$ cat src/rtl/core/lli_pkg.sv
// ============================================================================
// lli_pkg
// Shared widths and types for the two-line intersection pipeline.
// ============================================================================
`default_nettype none

package lli_pkg;

    // coordinate and intermediate widths
    localparam int CW = 32;            // coordinate
    localparam int DW = CW + 1;        // coordinate difference
    localparam int PW = 2 * DW;        // product of two differences
    localparam int EW = PW + 1;        // den / num
    localparam int LS = EW / 2;        // low split of den / num (unsigned part)
    localparam int HW = EW - LS;       // high split (signed part)
    localparam int NW = CW + EW + 2;   // numerators nx / ny
    localparam int QW = CW;            // quotient magnitude bits
    localparam int RW = EW;            // remainder / divisor magnitude

    // one coordinate's state inside the divider
    typedef struct packed {
        logic [RW-1:0] rem;   // partial remainder
        logic [QW-1:0] sq;    // dividend bits left (high) / quotient bits (low)
    } t_div_lane;

endpackage

`default_nettype wire

$ cat src/rtl/core/lli_div_step.sv
// ============================================================================
// lli_div_step
// One registered restoring-division step: one quotient bit per stage.
// ============================================================================
`default_nettype none

module lli_div_step (
    input  wire logic                   i_clk,
    input  wire logic                   i_en,
    input  wire lli_pkg::t_div_lane     i_lane,
    input  wire logic [lli_pkg::RW-1:0] i_dmag,
    output lli_pkg::t_div_lane          o_lane
);

    logic [lli_pkg::RW:0] trial;
    logic [lli_pkg::RW:0] diff;
    lli_pkg::t_div_lane   n_lane;
    lli_pkg::t_div_lane   r_lane;

    // shift in next dividend bit, trial subtract
    always_comb begin
        trial = {i_lane.rem, i_lane.sq[lli_pkg::QW-1]};
        diff  = trial - {1'b0, i_dmag};
        n_lane.rem = diff[lli_pkg::RW] ? trial[lli_pkg::RW-1:0] : diff[lli_pkg::RW-1:0];
        n_lane.sq  = {i_lane.sq[lli_pkg::QW-2:0], ~diff[lli_pkg::RW]};
    end

    always_ff @(posedge i_clk) begin
        if (i_en) begin
            r_lane <= n_lane;
        end
    end

    assign o_lane = r_lane;

endmodule

`default_nettype wire

$ cat config.mk
export PLATFORM = sky130hd
export DESIGN_NAME = lli_div_step
export DESIGN_NICKNAME = d
export VERILOG_FILES = /design/src/rtl/core/lli_pkg.sv /design/src/rtl/core/lli_div_step.sv
export SDC_FILE = /design/constraint.sdc
export NUM_CORES = 1
export LEC_CHECK = 0
export BUFFER_PORTS_ARGS = -buffer_cell sky130_fd_sc_hd__buf_2
export CAP_MARGIN = 20
export CORE_ASPECT_RATIO = 0.7
export CORE_MARGIN = 10
export CORE_UTILIZATION = 42
export DETAILED_ROUTE_END_ITERATION = 8
export HOLD_SLACK_MARGIN = 0.06
export PLACE_DENSITY_LB_ADDON = 0.2
export SYNTH_ARGS = -nofsm -noshare
export SYNTH_HDL_FRONTEND = slang
export SYNTH_SLANG_ARGS = --single-unit
$ cat constraint.sdc
create_clock -name i_clk -period 3.95 [get_ports i_clk]
set_clock_uncertainty 0.1 [all_clocks]
set_input_delay 0.79 -clock i_clk [delete_from_list [all_inputs] [get_ports i_clk]]
set_output_delay 0.79 -clock i_clk [all_outputs]
set_load 0.01 [all_outputs]
==> results of run 1 <==
-- final timing paths --
path | startpoint | slack (ps) | cells past startpoint | to
max | i_lane[35] | 130 | 14 | o_lane[84]
min | i_lane[21] | 490 | 1 | o_lane[22]
-- cells by family after synthesis --
| logic type | Yosys count | share of synthesized area (%) |
|---|---|---|
| compound gates | 287 | 20.58 |
| xor+xnor | 54 | 5.221 |
| fa+ha+maj | 68 | 9.475 |
| buf+inv | 138 | 8.591 |
| flops | 99 | 32.82 |
| mux | 67 | 10.61 |
| simple gates | 236 | 12.71 |
-- metrics by stage --
stage / cells / cell area (um^2) / util, % / worst slack (ps)
after floorplan: 949 / 9082 / - / 18.28
after global placement: 1642 / 11880 / 56.62 / -277.1
after detailed placement: 1642 / 11880 / 56.62 / -311.9
after CTS: 1658 / 12200 / 58.14 / 67.17
after global routing: 1661 / 12230 / 58.33 / -19.86
final: 1663 / 12240 / 58.35 / 128.7
-- power breakdown --
group	total, W	switching (W)	internal (W)
clock network	0.000964	0.000504	0.000460
logic	0.00171	0.000877	0.000828
registers	0.00135	0.0000345	0.00132
total	0.00402	0.00142	0.00260
-- repair_timing --
action / 4_1_cts / 5_1_grt
setup endpoints to repair: 0 / 62
resized for setup: 0 / 5
buffers inserted: 0 / 2
-- cell usage in the layout (no fill, tap or decap), types with 4 or more instances in the layout --
cell         n
a211oi_1    14
a21oi_2      6
or3_1        5
buf_12       6
nand4_1     32
nand3_1     16
o21ai_0     40
clkbuf_16    9
o2111ai_1    4
inv_1       95
nand2_1     75
buf_4      189
edfxtp_1    99
ha_1        65
nor3_1      14
a21boi_0     6
a31oi_1     10
xor2_1      21
xnor2_1     33
mux2i_1      6
nor2_1      57
a21oi_1     87
a21o_1      36
o31ai_1     15
mux2_4      57
nand2b_1     4
o211ai_1     9
o21bai_1    18
buf_2      265
clkinv_8     4
and3_1       6
o21a_1       6
o21ai_1      6
-- area by class of cell --
type                    instances  share of cell area (%)
clock inverters                 7                  0.7667
multi-input cells             712                   43.73
clock buffers                   9                   1.840
well taps                     276                   2.822
diodes                          3                 0.06134
inverters                      97                   3.077
repair buffers                460                   23.41
flip-flops and latches         99                   24.29
-- routing by layer --
| layer | track usage (%) | vias to the layer above |
|---|---|---|
| met2 | 30.69 | 368 |
| met3 | 5.895 | 14 |
| li1 | - | 4344 |
| met5 | 0 | - |
| met1 | 33.32 | 4165 |
| met4 | 3.686 | 0 |
==> metrics.yaml, run 1 <==
timing:
  finalHoldWorstSlack_ps: 491.8
  final_max_slew_viol_count: 0
  finalCritPeriodShare_pct: 96.74
  fin_tns_setup_ps: 0
  slew_headroom_pct: 58.88
  tightest_slew_ps: 616.9
  max_freq_mhz: 261.7
  hold_viol_final: 0
  period_minus_slack_ps: 3821
  setup_viol: 0
critical_path:
  required_ps: 3960
  path_max_fanout: 14
  crit_family: "compound AO/OA/AOI/OAI gates"
  crit_chain: "buf_2, ha_1, a21o_1, a31oi_1, a211o_1, a21o_1, a211oi_2, o211ai_1, buf_4, a21oi_2, or3_4, inv_12, buf_12, mux2_4"
  crit_buf_inv: 4
  max_stage_delay_ps: 440
  worstPathArrival_ps: 3840
  path_class: "input port to register"
  cpMaxStageDelayCell: "or3_4"
  cp-end-kind: "register"
  crit_top_cell: "a21o_1"
  start_kind: "input port"
final_layout:
  n_fill_cell: 1919
  register_area_mm2: 0.002973
  layout-drive-gt1-share_pct: 40.90
  largest_reg_flops: 99
  multi_input_area_mm2: 0.005353
  syn_to_final_growth_pct: 35.11
  fin_nets: 1615
placement:
  post-dp-hpwl_mm: 27.26
  io_buffers: 266
  gp_congestion: 0.9622
yosys:
  ys.warnings.count: 0
  avgSynthCellArea_um2: 9.546
  yosys.area.top_type: "edfxtp_1"
  synth-main-ff-cell: "edfxtp_1"
  yosys.area.top_type_share_pct: 32.82
  synth_common_cells: "edfxtp_1 (99), inv_1 (96), a21oi_1 (87)"
  async_flop_share_pct: 0
  yosys.cell_types.count: 77
  synthesis.nets: 1185
  synth_most_common_cell: "edfxtp_1"
  synth-edff-count: 99
  synth_area_leaders: "edfxtp_1 (33%), mux2_4 (9.4%), ha_1 (9.3%)"
  syn_area_mm2: 0.009059
  syn_inst: 949
  synth-seq-cells: 99
  seq_area_frac_synth_pct: 32.82
detailed_routing:
  wl_met2_mm: 12.98
  first_pass_iters: 5
  dr_wl_met3_mm: 3.277
  wl_mm: 32.40
  dr.max_layer_used: "met4"
  wl_per_cell_um: 19.48
  ant_nets: 0
  via_per_inst: 5.346
  drc: 0
  vias: 8891
  drtIter0Drc: 789
  wl_met1_mm: 15.87
clock_network:
  clockBufferDepth: 2
  cts.sinks: 99
  htreeDepth: 3
  cts_tree: "yes"
  cts-root-buf: "clkbuf_16"
  cts_buffers: 9
  clkTransAtPathRegs_ps: 90
  hold_buffers: 0
run:
  cap_violations: 0
global_routing:
  track_usage_pct: 22.08
  grt_max_degree: 60
  grt_pass1_vias: 8721
  grt-ovfl-total: 0
  grt_pass1_wl_mm: 49.27
  antenna_found_initial: 1
die:
  rows: 44
  die_area_mm2: 0.02794
  die_y_um: 142.9
  die_w_um: 195.5
  io_pins: 267
  core_region_area_mm2: 0.02098
  initial_core_util_pct: 43.19
status:
  status: "finished clean"
power:
  p_leak_nw: 5.938
  total_power_w: 0.004020
  power_density_mw_per_mm2: 328.5
  ir_worst_vdd_mv: 0.1992
worst_hold_path:
  worstHoldPathType: "input port to register"
Power figures use the tool's default switching activity.
==> run 2: changes to the inputs <==
--- a/config.mk
+++ b/config.mk
@@ -5,11 +5,11 @@
 export SDC_FILE = /design/constraint.sdc
 export NUM_CORES = 1
 export LEC_CHECK = 0
-export BUFFER_PORTS_ARGS = -buffer_cell sky130_fd_sc_hd__buf_2
+export BUFFER_PORTS_ARGS = -buffer_cell sky130_fd_sc_hd__buf_4
 export CAP_MARGIN = 20
 export CORE_ASPECT_RATIO = 0.7
 export CORE_MARGIN = 10
-export CORE_UTILIZATION = 42
+export CORE_UTILIZATION = 48
 export DETAILED_ROUTE_END_ITERATION = 8
 export HOLD_SLACK_MARGIN = 0.06
 export PLACE_DENSITY_LB_ADDON = 0.2
==> constraint.sdc (replaced) <==
create_clock -name i_clk -period 3.3 [get_ports i_clk]
set_clock_uncertainty 0.1 [all_clocks]
set_input_delay 0.66 -clock i_clk [delete_from_list [all_inputs] [get_ports i_clk]]
set_output_delay 0.66 -clock i_clk [all_outputs]
set_load 0.01 [all_outputs]
==> metrics.yaml, run 2 (synthesized netlist as in run 1, its figures left out) <==
worst_hold_path:
  worstHoldPathType: "input port to register"
clock_network:
  cts_tree: "yes"
  hold_buffers: 0  # unchanged
  cts-root-buf: "clkbuf_16"
  cts_buffers: 9  # unchanged
  clkTransAtPathRegs_ps: 90  # about the same
  cts.sinks: 99  # unchanged
  htreeDepth: 3  # unchanged
  clockBufferDepth: 2  # unchanged
global_routing:
  grt_pass1_wl_mm: 51.14  # +3.8%
  track_usage_pct: 25.93  # +3.9 points
  grt-ovfl-total: 0  # unchanged
  antenna_found_initial: 0  # -1
  grt_max_degree: 51  # -15%
  grt_pass1_vias: 9231  # +5.8%
timing:
  rsz0062_at_grt: "true"
  hold_viol_final: 0  # unchanged
  finalHoldWorstSlack_ps: 366.6  # -125.2 ps
  fin_tns_setup_ps: -17100  # -17100 ps
  final_max_slew_viol_count: 0  # unchanged
  slew_headroom_pct: 49.73  # -9.1 points
  max_freq_mhz: 277.9
  finalCritPeriodShare_pct: 109.0
  setup_viol: 67  # +67
  finalWorstSetupSlack_ps: -297.9  # -426.6 ps
  period_minus_slack_ps: 3598
  tightest_slew_ps: 754.0  # +137.1 ps
die:
  rows: 41  # -6.8%
  die_area_mm2: 0.02485  # -11%
  die_y_um: 134.9  # -5.6%
  initial_core_util_pct: 49.60  # +6.4 points
  core_region_area_mm2: 0.01826  # -13%
  die_w_um: 184.2  # -5.8%
  io_pins: 267  # unchanged
status:
  violations: "setup timing"
  status: "finished with violations"
critical_path:
  path_class: "input port to register"
  cp-end-kind: "register"
  path_max_fanout: 10  # -4
  start_kind: "input port"
  worstPathArrival_ps: 3610  # -230 ps
  required_ps: 3320  # -640 ps
detailed_routing:
  first_pass_iters: 8  # +3
  ant_nets: 0  # unchanged
  wl_mm: 34.04  # +5.1%
  drtIter0Drc: 1084  # +37%
  drc: 0  # unchanged
  wl_per_cell_um: 19.82  # +1.8%
  vias: 9462  # +6.4%
  via_per_inst: 5.511  # +3.1%
final_layout:
  multi_input_area_mm2: 0.005644  # +5.4%
  fin_nets: 1712  # +6.0%
  syn_to_final_growth_pct: 54.07
  n_fill_cell: 1350  # -30%
  largest_reg_flops: 99  # unchanged
  register_area_mm2: 0.002973  # unchanged
  layout.cells.most_common: "buf_4"
  diodes: 0  # -3
  layout-drive-gt1-share_pct: 47.20  # +6.3 points
  layout_common_cells: "buf_4 (545), edfxtp_1 (99), inv_1 (91), a21oi_1 (83), nand2_1 (75)"
  stdcell_count: 1717  # +3.2%
power:
  power_density_mw_per_mm2: 374.1  # +14%
  ir_worst_vdd_mv: 0.2631  # +32%
  p_leak_nw: 6.718  # +13%
  total_power_w: 0.005221  # +30%
placement:
  post-dp-hpwl_mm: 27.96  # +2.6%
  dp.cells: 1694  # +3.2%
  io_buffers: 266  # unchanged
  gp_congestion: 0.9503  # -1.2%
  post-place-ws_ps: -825.4  # -513.6 ps
run:
  cap_violations: 0  # unchanged
-- run 2: report_power, final --
part / switching [W] / internal, W
Clock: 0.000605 / 0.000550
Sequential: 0.0000493 / 0.00158
Combinational: 0.00115 / 0.00129
-- run 2: repair_timing --
item                                    CTS  global route
endpoints found under the setup margin   68            67
gates cloned                              0             3
pin swaps                                13             7
setup buffers                             5             4
resized for setup                        39            19
-- run 2: routing by layer --
layer	share of wire (%)	GRT usage [%]	vias up	routed length [um]
met5	0	0	-	0
met4	0.94	4.764	0	320
met3	11	7.744	21	3861
met2	42	37.12	512	14130
met1	46	37.55	4389	15730
li1	-	-	4540	-
-- run 2: per-stage QoR --
stage | instance area (um^2) | util (%)
2_1_floorplan | 9180 | -
3_3_place_gp | 13250 | 72.55
3_5_place_dp | 13250 | 72.55
4_1_cts | 13780 | 75.45
5_1_grt | 13960 | 76.43
6_report | 13960 | 76.43
-- run 2: layout make-up --
type	count	share of cell area (%)
clock buffer	9	1.614
clock inverter	7	0.6365
inverter	97	2.788
timing repair buffer	557	31.11
multi-input combinational	712	40.44
tap	236	2.116
sequential	99	21.30
-- run 2: path summary, 6_finish.rpt --
path,start,endpoint,cells after the start
max,i_dmag[43],o_lane[74],14
min,i_lane[14],o_lane[15],1
-- run 2: critical path: stages --
cell,delay [ps]
buf_4,80
inv_1,70
ha_1,250
a21oi_2,190
o21ai_2,100
a221o_2,400
a21oi_4,160
o221ai_4,140
mux2_4,330
a31o_4,210
or3_4,380
inv_12,150
clkbuf_16,190
mux2_4,300
==> run 3: changes to the inputs <==
--- a/config.mk
+++ b/config.mk
@@ -12,7 +12,9 @@
 export CORE_UTILIZATION = 48
 export DETAILED_ROUTE_END_ITERATION = 8
 export HOLD_SLACK_MARGIN = 0.06
+export MAX_ROUTING_LAYER = met4
 export PLACE_DENSITY_LB_ADDON = 0.2
+export SLEW_MARGIN = 20
 export SYNTH_ARGS = -nofsm -noshare
 export SYNTH_HDL_FRONTEND = slang
 export SYNTH_SLANG_ARGS = --single-unit
==> metrics.yaml, run 3 (synthesized netlist as in run 1, its figures left out) <==
status:
  status: "finished with violations"
  violations: "setup timing"
final_layout:
  layout.cells.most_common: "buf_4"
  layout_common_cells: "buf_4 (552), edfxtp_1 (99), inv_1 (91), a21oi_1 (82), nand2_1 (75)"
  diodes: 0  # unchanged
  stdcell_count: 1723  # +0.35%
  n_fill_cell: 1337  # -0.96%
  syn_to_final_growth_pct: 54.41
  layout-drive-gt1-share_pct: 47.34  # +0.15 points
  fin_nets: 1718  # +0.35%
  largest_reg_flops: 99  # unchanged
die:
  die_y_um: 134.9  # unchanged
  rows: 41  # unchanged
  die_area_mm2: 0.02485  # unchanged
  io_pins: 267  # unchanged
  initial_core_util_pct: 49.60  # unchanged
  die_w_um: 184.2  # unchanged
  core_region_area_mm2: 0.01826  # unchanged
placement:
  gp_congestion: 0.9509  # about the same
  post-place-ws_ps: -906.1  # -80.66 ps
  dp.cells: 1697  # +0.18%
  post-dp-hpwl_mm: 28.64  # +2.4%
  io_buffers: 266  # unchanged
power:
  p_leak_nw: 6.731  # +0.18%
  power_density_mw_per_mm2: 375.9  # +0.50%
  ir_worst_vdd_mv: 0.2888  # +9.8%
  total_power_w: 0.005258  # +0.72%
timing:
  period_minus_slack_ps: 3623  # +24.87 ps
  finalWorstSetupSlack_ps: -322.8  # -24.87 ps
  final_max_slew_viol_count: 0  # unchanged
  fin_tns_setup_ps: -17030  # +73.60 ps
  finalCritPeriodShare_pct: 109.8  # +0.75 points
  rsz0062_at_grt: "true"
  slew_headroom_pct: 52.56  # +2.8 points
  max_freq_mhz: 276.0  # -0.69%
  tightest_slew_ps: 711.6  # -42.42 ps
  setup_viol: 68  # +1.5%
  hold_viol_final: 0  # unchanged
worst_hold_path:
  worstHoldPathType: "input port to register"
global_routing:
  track_usage_pct: 27.74  # +1.8 points
  grt-ovfl-total: 0  # unchanged
  grt_pass1_wl_mm: 52.86  # +3.4%
  grt_max_degree: 53  # +3.9%
  antenna_found_initial: 0  # unchanged
  grt_pass1_vias: 9379  # +1.6%
detailed_routing:
  drtIter0Drc: 1011  # -6.7%
  via_per_inst: 5.520  # +0.17%
  wl_mm: 34.81  # +2.3%
  wl_per_cell_um: 20.20  # +1.9%
  drc: 0  # unchanged
  vias: 9511  # +0.52%
  ant_nets: 0  # unchanged
  first_pass_iters: 7  # -1
clock_network:
  clkTransAtPathRegs_ps: 90  # about the same
  clockBufferDepth: 2  # unchanged
  cts-root-buf: "clkbuf_16"
  cts.sinks: 99  # unchanged
  htreeDepth: 3  # unchanged
  cts_tree: "yes"
  hold_buffers: 0  # unchanged
  cts_buffers: 9  # unchanged
critical_path:
  path_class: "input port to register"
  start_kind: "input port"
  cp-end-kind: "register"
  path_max_fanout: 6  # -4
  worstPathArrival_ps: 3650  # +40 ps
  required_ps: 3330  # about the same
run:
  cap_violations: 0  # unchanged
## run 3: cell count changes in the layout (fill, tap and decap cells not counted), sizes merged
cell,before,now
clkinv,3,4
clkbuf,12,9
inv,101,100
buf,554,563
## run 3: timing repair
item / 4_1_cts / 5_1_grt
pin swaps: 14 / 7
endpoints found under the setup margin: 68 / 68
gates resized for setup: 54 / 4
cloned: 1 / 0
buffers inserted: 9 / 1
## run 3: report_power, final
part | internal (W) | switching, W | leakage, nW
combinational | 0.00130 | 0.00116 | 5.61
sequential | 0.00158 | 0.0000492 | 0.969
clock | 0.000551 | 0.000623 | 0.154
## run 3: area by class of cell
| cell class | instances | area [um^2] | area share, % |
|---|---|---|---|
| clock buffers | 9 | 225.2 | 1.610 |
| repair buffers | 563 | 4375 | 31.28 |
| clock inverters | 7 | 93.84 | 0.6709 |
| inverters | 97 | 389.1 | 2.782 |
| flip-flops and latches | 99 | 2973 | 21.25 |
| well taps | 236 | 295.3 | 2.111 |
| multi-input cells | 712 | 5635 | 40.29 |
## run 3: layer usage
metal	part of all wire [%]	routed length, um	GRT usage [%]
met1	46	16090	38.50
met2	42	14610	39.76
met3	10	3654	7.288
met4	1.3	446	5.354
met5	0	0	-
## run 3: per-stage QoR
step / hold slack [ps] / area [um^2] / utilization (%)
after floorplan: 658.9 / 9180 / -
after global routing: 347.1 / 13990 / 76.59
after global placement: 738.1 / 13280 / 72.74
final: 357.0 / 13990 / 76.59
after CTS: 354.8 / 13960 / 76.45
after detailed placement: 739.6 / 13280 / 72.74
## run 3: path summary, 6_finish.rpt
path                       start  cells after the start          to  slack (ps)
worst min-delay path  i_lane[12]                      1  o_lane[13]         360
worst max-delay path   i_dmag[1]                     15  o_lane[79]        -320
## run 3: worst max-delay path, stage by stage
cell,delay [ps]
buf_8,90
inv_12,30
ha_4,240
nor2b_4,150
o2111ai_2,140
a211o_1,300
a21o_1,220
a211oi_2,270
o211ai_1,200
a31o_4,280
or3_4,380
inv_12,140
buf_16,140
buf_8,110
mux2_4,290
